$ cat config.mk
export PLATFORM = sky130hd
export DESIGN_NAME = mhpq_cell
export DESIGN_NICKNAME = d
export VERILOG_FILES = /design/src/sv/mhpq_pkg.sv /design/src/sv/mhpq_cell.sv
export SDC_FILE = /design/constraint.sdc
export NUM_CORES = 1
export LEC_CHECK = 0
export ABC_CLOCK_PERIOD_IN_PS = 2850
export BUFFER_PORTS_ARGS = -buffer_cell sky130_fd_sc_hd__buf_4
export CORE_ASPECT_RATIO = 1.25
export CORE_UTILIZATION = 43
export CTS_CLUSTER_DIAMETER = 100
export DETAILED_ROUTE_END_ITERATION = 16
export PLACE_DENSITY_LB_ADDON = 0.15
export SLEW_MARGIN = 25
export SYNTH_ARGS = -nofsm -noshare
export SYNTH_HDL_FRONTEND = slang
export SYNTH_SLANG_ARGS = --single-unit
$ cat constraint.sdc
create_clock -name clock -period 2.85 [get_ports clock]
set_input_delay 0.1425 -clock clock [delete_from_list [all_inputs] [get_ports clock]]
set_output_delay 0.1425 -clock clock [all_outputs]
set_load 0.02 [all_outputs]
$ cat src/sv/mhpq_pkg.sv
// shared constants, codes and types for the min-heap priority queue
package mhpq_pkg;

   localparam int CAPACITY = 64;
   localparam int KEY_W = 32;
   localparam int CNT_W = $clog2(CAPACITY + 1);
   localparam int COUNT_W = 7;

   typedef enum logic {
      OP_INSERT = 1'b0,
      OP_REMOVE = 1'b1
   } opcode_type;

   typedef enum logic [1:0] {
      ST_OK    = 2'd0,
      ST_FULL  = 2'd1,
      ST_EMPTY = 2'd2
   } status_type;

   typedef struct packed {
      logic              insert;
      logic              remove;
      logic [KEY_W-1:0]  key;
   } cell_ctl_type;

endpackage

$ cat src/sv/mhpq_cell.sv
// one storage cell of the sorted key chain
module mhpq_cell (
   input  logic                        clock,
   input  mhpq_pkg::cell_ctl_type      ctl,
   input  logic                        valid,
   input  logic [mhpq_pkg::KEY_W-1:0]  left_key,
   input  logic                        left_greater,
   input  logic [mhpq_pkg::KEY_W-1:0]  right_key,
   output logic [mhpq_pkg::KEY_W-1:0]  key,
   output logic                        greater
);

   logic [mhpq_pkg::KEY_W-1:0] key_ff;
   logic [mhpq_pkg::KEY_W-1:0] key_in;

   // empty cells count as holding a key above any other
   assign greater = !valid || ($signed(ctl.key) < $signed(key_ff));
   assign key     = key_ff;

   always_comb begin
      key_in = key_ff;
      if (ctl.insert && greater) begin
         key_in = left_greater ? left_key : ctl.key;
      end else if (ctl.remove) begin
         key_in = right_key;
      end
   end

   always_ff @(posedge clock) begin
      key_ff <= key_in;
   end

endmodule

After elaboration in Yosys (flattened, before gate mapping)
Cells that the tools add are included.
{"block": "word_totals", "reg_bits": 32, "input_bits": 101, "elab_cells": 9}
{"block": "classes", "n_lt_le_gt_ge": 1, "n_mux": 3, "n_reduce_logical": 4}
{"cell": "32-bit two-way mux", "count": 3}
{"cell": "32-bit less-than comparator", "count": 1}
{"cell": "2-bit nonzero test", "count": 1}
{"cell": "1-bit logical AND", "count": 1}
{"cell": "1-bit logical NOT", "count": 1}
{"cell": "1-bit logical OR", "count": 1}

Logic depth before layout (Yosys ltp)
Gate-level depths: netlist (run 1).
{"block": "depth", "depth_word": 4, "ltp_mapped": 9, "mapped_depth_nobuf": 8}

Least setup slack after synthesis (run 1)
OpenSTA, ideal clock, no wires.
{"block": "synth_timing", "kind": "flip-flop to flip-flop", "from": "register key_ff (netlist bit key[31])", "to": "register key_ff (netlist bit key[0]), enable pin", "setup_ns": 0.375, "arrival_time_ns": 2.539, "t_required_ns": 2.475, "slack_ns": -0.064, "path_stages_with_launch": 10, "n_path_buf": 1, "synth_period_minus_slack_ns": 2.914, "path_cell_list": "edfxtp_1 > inv_1 > ha_1 > nand4_1 > nor4_2 > a221oi_2 > a211o_1 > o221ai_4 > buf_12 > or2_2"}
{"block": "synth_via", "elab_chain_cells": 4}
{"item": "start, declared", "line_no": "mhpq_cell.sv:13", "source": "logic [mhpq_pkg::KEY_W-1:0] key_ff;"}
{"item": "start signal, assigned", "line_no": "mhpq_cell.sv:30", "source": "key_ff <= key_in;"}
{"item": "32-bit less-than comparator", "line_no": "mhpq_cell.sv:17", "source": "assign greater = !valid || ($signed(ctl.key) < $signed(key_ff));"}
{"item": "1-bit logical OR", "line_no": "mhpq_cell.sv:17"}
{"item": "1-bit logical AND", "line_no": "mhpq_cell.sv:22", "source": "if (ctl.insert && greater) begin"}
{"item": "2-bit nonzero test (no line)"}
Every way passes these cells.
A chain may end at the register's enable or synchronous reset.

Worst setup path after layout (run 1)
{"block": "layout_timing", "from": "register key_ff (netlist bit key[31])", "to": "register key_ff (netlist bit key[1]), data pin"}
{"block": "layout_via", "elab_chain_cells": 4}
{"item": "32-bit less-than comparator", "line_no": "mhpq_cell.sv:17"}
{"item": "1-bit logical OR", "line_no": "mhpq_cell.sv:17"}
{"item": "1-bit logical AND", "line_no": "mhpq_cell.sv:22"}
{"item": "32-bit two-way mux", "line_no": "mhpq_cell.sv:22"}
{"item": "named net key_in, one bit", "line_no": "mhpq_cell.sv:14", "source": "logic [mhpq_pkg::KEY_W-1:0] key_in;"}
The timed path passes the listed nets, and every way through them passes these cells.

==> results of run 1 <==
-- how the worst max path moves through the flow --
stage	end	slack [ns]	startpoint
3_5_place_dp	key[0]	0.13	key[31]
3_3_place_gp	key[0]	0.22	key[29]
5_1_grt	key[1]	-0.03	key[31]
2_1_floorplan	key[0]	0.11	key[31]
6_report	key[1]	0.09	key[31]
4_1_cts	key[1]	0.09	key[31]
-- cell type report --
type                    instances  area share
clock inverters                 1    0.000943
flip-flops and latches         32       0.242
clock buffers                   7      0.0192
multi-input cells             148       0.407
inverters                      36      0.0340
repair buffers                137       0.271
well taps                      85      0.0267
-- through the flow --
stage          hold WS, ns  setup slack, ns  instances  instance area [µm²]
6_report             0.151           0.0872        446                 3980
2_1_floorplan        0.360            0.115        223                 2780
5_1_grt              0.142          -0.0251        446                 3980
3_3_place_gp         0.442            0.225        438                 3890
4_1_cts              0.147           0.0865        446                 3970
3_5_place_dp         0.446            0.130        438                 3890
-- cells in the mapped netlist --
| cell | number |
|---|---|
| o21a_1 | 1 |
| o31a_4 | 1 |
| a211o_1 | 1 |
| ha_1 | 31 |
| or2_2 | 1 |
| a21oi_1 | 11 |
| inv_1 | 36 |
| a21o_1 | 2 |
| nand2b_1 | 1 |
| and3_2 | 1 |
| o21ai_0 | 4 |
| a31oi_1 | 1 |
| nand3b_1 | 1 |
| a221oi_2 | 1 |
| nor4_2 | 1 |
| nand2_1 | 10 |
| o211ai_1 | 1 |
| a2111oi_4 | 1 |
| o311ai_0 | 1 |
| nand4_1 | 4 |
| mux2_2 | 35 |
| o221ai_1 | 1 |
| clkbuf_1 | 4 |
| edfxtp_1 | 32 |
| and4_1 | 1 |
| buf_12 | 3 |
| nor2_1 | 2 |
| mux2_4 | 29 |
| a2111oi_1 | 1 |
| o221ai_4 | 1 |
| nand4bb_2 | 1 |
| nand2b_4 | 1 |
| o22ai_1 | 1 |
-- logic make-up after synthesis --
group | count (synthesis) | share of synthesized area
flops | 32 | 0.346
compound gates | 29 | 0.0865
simple gates | 24 | 0.0536
mux | 64 | 0.299
buf+inv | 43 | 0.0757
fa+ha+maj | 31 | 0.140
-- per-layer routing --
layer / share of wire / vias up
li1: - / 1095
met1: 0.37 / 1032
met2: 0.56 / 82
met3: 0.060 / 7
met4: 0.011 / 0
met5: 0 / -
-- worst max-delay path, delay by kind of cell, from the launching register on --
| kind | cells | cell delay (ns) |
|---|---|---|
| adders and majority gates | 1 | 0.34 |
| and+or+nand+nor | 2 | 0.56 |
| AOI/OAI and AO/OA | 3 | 0.58 |
| buffers and inverters | 2 | 0.30 |
| muxes | 1 | 0.35 |
| DFF | 1 | 0.35 |
-- power breakdown --
part           switching [W]  total [W]  internal [W]
logic               0.000405   0.000872      0.000467
clock network       0.000179   0.000349      0.000170
registers          0.0000415   0.000666      0.000624
total               0.000625    0.00189       0.00126
==> results.json, run 1 <==
{
  "status": "finished, final reports clean",
  "crit_required_ns": 2.89,
  "power_w": 0.00189,
  "critPathCaptureType": "flop",
  "cellPowerDensity_nw_per_um2": 474,
  "grt_util_all_layers": 0.206,
  "seq_area_um2": 961,
  "grt_util_met2": 0.395,
  "drtIter0Drc": 32,
  "drt-vias-per-instance": 4.97,
  "cts_sinks": 32,
  "syn_avg_cell_area_um2": 12.5,
  "hold_end": "key[29]",
  "core_area_um2": 6210,
  "ctsRootBufferMaster": "clkbuf_8",
  "worst_setup_path_start_kind": "flop",
  "cts_setup_buffers": 0,
  "irDropWorstVdd_uv": 279,
  "fp.dieH_um": 91.9,
  "multiInputGateArea_um2": 1620,
  "ant_nets": 0,
  "dr.pass1.iters": 4,
  "port_buffers": 133,
  "grt_start_max_net_pins": 33,
  "cts_tree": "built",
  "yosysTopAreaCell": "edfxtp_1",
  "final_cell_mix": "buf_4 (133), inv_1 (36), mux2_2 (35), edfxtp_1 (32), ha_1 (31)",
  "cts_max_path_buffers": 2,
  "reg2reg_to": "key[1]",
  "worstHoldStart": "right_key[29]",
  "fin_crit_sh": 0.969,
  "grt_pass1_wl_mm": 10.6,
  "routedWlPerCell_um": 15.0,
  "ys_warn_count": 0,
  "holdPathStages": 2,
  "path_clk_slew_ns": 0.07,
  "synth_seq_cells": 32,
  "leakage_nw": 1.96,
  "cp_slowest_cell": "nor4_4",
  "setup_viol": 0,
  "cts_resized": 0,
  "io_pins": 134,
  "yosys.area.top_type_share": 0.346,
  "grt_use_met3": 0.0462,
  "synthToLayoutAreaGrowth_pct": 43.2,
  "drive_above_1_share": 0.596,
  "wirelength_mm": 6.70,
  "syn_area_um2": 2780,
  "r2r_setup_slack_ns": 0.09,
  "design.final.nets": 492,
  "start_util": 0.448,
  "fp.dieArea_um2": 6790,
  "numCtsBuffers": 5,
  "dp_hpwl_mm": 5.36,
  "tightestPinTransition_ns": 0.487,
  "insertion_delay_ns": 0.29,
  "placementRows": 32,
  "fmax_mhz": 362,
  "worstPathArrival_ns": 2.81,
  "n_antenna_cell": 0,
  "synthTopCellsByArea": "edfxtp_1 (35%), mux2_4 (16%), mux2_2 (14%)",
  "place.gp.congestion": 0.750,
  "cp_cell_sequence": "inv_1, ha_1, nand4_1, nor4_4, a221oi_2, a211o_1, o221ai_4, buf_12, mux2_2",
  "dr_total_vias": 2216,
  "grt_most_used_layer": "met2",
  "timing.final.max_slew_violations": 0,
  "largest_reg_flops": 32,
  "hold_violations": 0,
  "cts.htree.levels": 2,
  "crit_fanout": 22,
  "drv_cap": 0,
  "syn-num-nets": 355,
  "slew_headroom": 0.674,
  "holdBufCountCts": 0,
  "skew_ns": 0.00411,
  "worstSetupPathType": "reg -> reg",
  "route.detailed.drc": 0,
  "syn_inst": 223,
  "period_needed_ns": 2.76,
  "holdCritPathClass": "in -> reg",
  "r2r_cells": 9,
  "layout_commonest_cell": "buf_4",
  "die_w_um": 73.9,
  "fill_cells": 557,
  "ys_types": 33,
  "reg2reg_from": "key[31]",
  "grt-ovfl-total": 0,
  "grt_pass1_vias": 2406,
  "antenna_found_initial": 0,
  "final_util": 0.641,
  "cpPeakStageDelay_ns": 0.36,
  "finalSetupTns_ns": 0,
  "met1_usage": 0.216,
  "seq_area_frac_synth": 0.346
}
(Power assumes the default switching activity.)
==> run 2, diff against run 1 <==
Settings changed: RECOVER_POWER set to 25.
==> run 2 against run 1 <==
Effect of this change: non-clock buffer count unchanged; clock power about the same; combinational power decreased by 5.0%; core utilization decreased by 1.4 points; sequential cell count unchanged; critical endpoint unchanged; largest power group unchanged.
==> results.json, run 2 (synthesis results as in run 1) <==
{
  "crit_fanout": 22,
  "n_antenna_cell": 0,
  "drive_above_1_share": 0.532,
  "core_area_um2": 6210,
  "cp_top_family": "compound AO/OA/AOI/OAI gates",
  "io_pins": 134,
  "holdCritPathClass": "in -> reg",
  "synthToLayoutAreaGrowth_pct": 40.1,
  "fin_ws_ns": 0.0879,
  "cts_setup_buffers": 0,
  "dr.pass1.iters": 4,
  "hold_violations": 0,
  "cts.htree.levels": 2,
  "cellPowerDensity_nw_per_um2": 473,
  "route.detailed.drc": 0,
  "layout_commonest_cell": "buf_4",
  "critPathCaptureType": "flop",
  "final_cell_mix": "buf_4 (110), inv_1 (36), mux2_2 (35), edfxtp_1 (32), ha_1 (31)",
  "cts_max_path_buffers": 2,
  "final_util": 0.627,
  "numCtsBuffers": 5,
  "fmax_mhz": 362,
  "cts_sinks": 32,
  "path_clk_slew_ns": 0.07,
  "antenna_found_initial": 0,
  "tightestPinTransition_ns": 0.486,
  "drt-vias-per-instance": 5.00,
  "wirelength_mm": 6.69,
  "ant_nets": 0,
  "fp.dieArea_um2": 6790,
  "dr_total_vias": 2228,
  "irDropWorstVdd_uv": 272,
  "die_w_um": 73.9,
  "grt-ovfl-total": 0,
  "cts_resized": 0,
  "dp_hpwl_mm": 5.36,
  "start_util": 0.448,
  "cpPeakStageDelay_ns": 0.36,
  "grt_start_max_net_pins": 33,
  "place.gp.congestion": 0.750,
  "period_needed_ns": 2.76,
  "holdWs_ns": 0.149,
  "placementRows": 32,
  "status": "finished, final reports clean",
  "worst_setup_path_start_kind": "flop",
  "ctsRootBufferMaster": "clkbuf_8",
  "routedWlPerCell_um": 15.0,
  "crit_required_ns": 2.90,
  "worstSetupPathType": "reg -> reg",
  "holdPathStages": 2,
  "seq_area_um2": 961,
  "power_w": 0.00184,
  "fp.dieH_um": 91.9,
  "insertion_delay_ns": 0.29,
  "grt_pass1_vias": 2406,
  "pre_cts_ws_ns": 0.130,
  "multiInputGateArea_um2": 1620,
  "r2r_setup_slack_ns": 0.09,
  "slew_headroom": 0.675,
  "path_depth": 9,
  "largest_reg_flops": 32,
  "fill_cells": 582,
  "setup_viol": 0,
  "design.final.nets": 492,
  "r2r_cells": 9,
  "critPathBufInv": 2,
  "skew_ns": 0.00461,
  "drtIter0Drc": 25,
  "fin_crit_sh": 0.969,
  "holdBufCountCts": 0,
  "worstPathArrival_ns": 2.81,
  "cts_tree": "built",
  "timing.final.max_slew_violations": 0,
  "grt_pass1_wl_mm": 10.6,
  "grt_util_all_layers": 0.206,
  "leakage_nw": 1.88,
  "cp_cell_sequence": "inv_1, ha_1, nand4_1, nor4_4, a221oi_2, a211o_1, o221ai_4, buf_12, mux2_2",
  "cp_slowest_cell": "nor4_4",
  "drv_cap": 0,
  "port_buffers": 133
}
## run 2: cell count changes in the layout (fill, tap and decap cells not counted)
cell | previous run | this run
buf_4 | 133 | 110
clkbuf_1 | 2 | 25
## run 2: layout make-up
cell class | instances | share of cell area
Timing Repair Buffer | 137 | 0.255
Sequential cell | 32 | 0.247
Inverter | 36 | 0.0347
Clock inverter | 1 | 0.000964
Multi-Input combinational cell | 148 | 0.416
Tap cell | 85 | 0.0273
Clock buffer | 7 | 0.0196
## run 2: per-layer routing
layer | wire (µm) | vias to the layer above | GRT usage
li1 | - | 1096 | -
met1 | 2480 | 1042 | 0.216
met2 | 3730 | 81 | 0.395
met3 | 391 | 9 | 0.0462
met4 | 82 | 0 | 0.0593
met5 | 0 | - | 0
## run 2: final timing paths
| kind | from | endpoint |
|---|---|---|
| hold / removal | right_key[29] | key[29] |
| hold reg to reg | key[31] | key[29] |
| setup / recovery | key[31] | key[1] |
| setup reg to reg | key[31] | key[1] |
## run 2: stage by stage
| stage | area, µm² | TNS [ns] | instances |
|---|---|---|---|
| after global placement | 3890 | 0 | 438 |
| after CTS | 3970 | 0 | 446 |
| after detailed placement | 3890 | 0 | 438 |
| after floorplan | 2780 | 0 | 223 |
| final | 3890 | 0 | 446 |
| after global routing | 3890 | -0.0377 | 446 |
## run 2: where the power goes
group	internal (W)	switching (W)
Sequential	0.000624	0.0000397
Clock	0.000170	0.000180
Combinational	0.000423	0.000405
==> run 3, diff against run 2 <==
Settings changed: ABC_AREA set to 1, CORE_UTILIZATION 43 to 42.
==> run 3 against run 2 <==
Effect of this change: wire length is 0.45% higher; final cell count is 17% higher; clock skew is 0.00076 ns higher.
==> results.json, run 3 <==
{
  "grt_pass1_vias": 2455,
  "dr_total_vias": 2527,
  "fin_area_um2": 3690,
  "r2r_cells": 14,
  "drv_cap": 0,
  "pwr-share-seq": 0.390,
  "timing.final.max_slew_violations": 0,
  "worstSetupPathType": "reg -> out",
  "drive_above_1_share": 0.349,
  "grt_pass1_wl_mm": 10.6,
  "insertion_delay_ns": 0.27,
  "yosysTopAreaCell": "edfxtp_1",
  "fill_cells": 589,
  "setup_viol": 0,
  "switchingPower_w": 0.000604,
  "ys.flop_type": "edfxtp_1",
  "finalSetupTns_ns": 0,
  "holdPathStages": 3,
  "synthToLayoutAreaGrowth_pct": 39.1,
  "sw_frac_of_total": 0.358,
  "dr.pass1.iters": 4,
  "holdBufCountCts": 0,
  "port_buffers": 133,
  "ys_warn_count": 0,
  "grt_setup_unrepaired": "no",
  "met1_usage": 0.238,
  "post_dp_cell_area_um2": 3710,
  "numCtsBuffers": 5,
  "die_w_um": 73.1,
  "grt_start_max_net_pins": 34,
  "power_w": 0.00169,
  "critPathCaptureType": "output pin",
  "tightestPinTransition_ns": 0.446,
  "fp.dieH_um": 90.9,
  "fmax_mhz": 401,
  "pwr-share-comb": 0.427,
  "seq_area_frac_synth": 0.362,
  "skew_ns": 0.00536,
  "drtIter0Drc": 102,
  "grt_most_used_layer": "met2",
  "cts_max_path_buffers": 2,
  "ant_nets": 0,
  "core_area_um2": 6130,
  "status": "finished, final reports clean",
  "n_antenna_cell": 0,
  "cts_setup_buffers": 0,
  "grt-ovfl-total": 0,
  "synthTopCellsByArea": "edfxtp_1 (36%), ha_1 (15%), nand2_1 (13%)",
  "synthArstFlopShare": 0,
  "cts.htree.levels": 2,
  "drt-vias-per-instance": 4.82,
  "grt_util_all_layers": 0.206,
  "layout_commonest_cell": "buf_4",
  "antenna_found_initial": 0,
  "cts_resized": 0,
  "ys_types": 22,
  "wirelength_mm": 6.72,
  "ctsRootBufferMaster": "clkbuf_8",
  "yosysMostFrequentCell": "nand2_1",
  "largest_reg_flops": 32,
  "grt_util_met2": 0.377,
  "syn_avg_cell_area_um2": 8.53,
  "holdCritPathClass": "in -> reg",
  "worstPathArrival_ns": 2.35,
  "routedWlPerCell_um": 12.8,
  "r2r_setup_slack_ns": 0.58,
  "hold_violations": 0,
  "dp_hpwl_mm": 5.08,
  "cts_tree": "built",
  "synth_commonest_cells": "nand2_1 (94), inv_1 (40), nand3_1 (34)",
  "yosys.area.top_type_share": 0.362,
  "grt_use_met3": 0.0513,
  "place.gp.congestion": 0.780,
  "worst_setup_path_start_kind": "flop",
  "crit_fanout": 33,
  "placementRows": 32,
  "irDropWorstVdd_uv": 262,
  "synth_enable_flop_cells": 32,
  "cellPowerDensity_nw_per_um2": 457,
  "cts_sinks": 32,
  "period_needed_ns": 2.49,
  "intPower_w": 0.00108,
  "syn-num-nets": 443,
  "syn_inst": 311,
  "synth_seq_cells": 32,
  "leakage_nw": 1.91,
  "syn_area_um2": 2650,
  "final_cell_mix": "buf_4 (113), nand2_1 (94), inv_1 (40), nand3_1 (34), edfxtp_1 (32)",
  "fp.dieArea_um2": 6640,
  "start_util": 0.433,
  "fin_crit_sh": 0.875,
  "route.detailed.drc": 0,
  "io_pins": 134,
  "path_clk_slew_ns": 0.06,
  "p_clk_frac": 0.184,
  "slew_headroom": 0.703,
  "design.final.nets": 573,
  "crit_required_ns": 2.71,
  "holdWs_ns": 0.131
}
run 3: cell families after synthesis:
group	after synthesis	synth area share
AOI/OAI and AO/OA	23	0.0453
and+or+nand+nor	140	0.230
DFF	32	0.362
buffers and inverters	54	0.0849
adders and majority gates	31	0.146
muxes	31	0.132
run 3: path summary, 6_finish.rpt:
kind                   to           from
setup reg to reg  key[17]         key[5]
setup / recovery  greater         key[5]
hold reg to reg   key[28]        key[31]
hold / removal    key[25]  right_key[25]
run 3: through the flow:
| stage | instances | worst slack, ns | utilization |
|---|---|---|---|
| 2_1_floorplan | 311 | 0.00166 | - |
| 3_3_place_gp | 519 | 0.622 | 0.606 |
| 3_5_place_dp | 519 | 0.549 | 0.606 |
| 4_1_cts | 524 | 0.320 | 0.617 |
| 5_1_grt | 524 | 0.150 | 0.603 |
| 6_report | 524 | 0.355 | 0.603 |
run 3: power by group through the flow:
stage | combinational (W) | clock [W] | sequential, W
6_report | 0.000720 | 0.000310 | 0.000657
5_1_grt | 0.000808 | 0.000351 | 0.000667
4_1_cts | 0.000774 | 0.000327 | 0.000660
3_5_place_dp | 0.000769 | 0 | 0.000669
3_3_place_gp | 0.000757 | 0 | 0.000667
2_1_floorplan | 0.000365 | 0 | 0.000761
run 3: area by class of cell:
| type | count | area (µm²) | share of cell area |
|---|---|---|---|
| multi-input combinational | 225 | 1470 | 0.397 |
| sequential | 32 | 961 | 0.260 |
| timing repair buffer | 137 | 938 | 0.254 |
| inverter | 40 | 150 | 0.0407 |
| tap | 85 | 106 | 0.0288 |
| clock buffer | 5 | 68.8 | 0.0186 |
run 3: worst max-delay path, stage by stage, from the launching register on:
cell and delay [ns]:
edfxtp_1 0.38, inv_1 0.07, ha_1 0.24, a21oi_1 0.16, nor2_1 0.06, nor3_2 0.10
nand2_1 0.08, nand2_1 0.05, nand2_1 0.06, nand2_1 0.07, nand3_1 0.11, nand3_4 0.12
buf_4 0.35, buf_4 0.22
run 3: metal layers:
metal / share of wire / routed length [µm]
met5: 0 / 0
met4: 0.0037 / 25
met3: 0.064 / 430
met2: 0.52 / 3490
met1: 0.41 / 2770
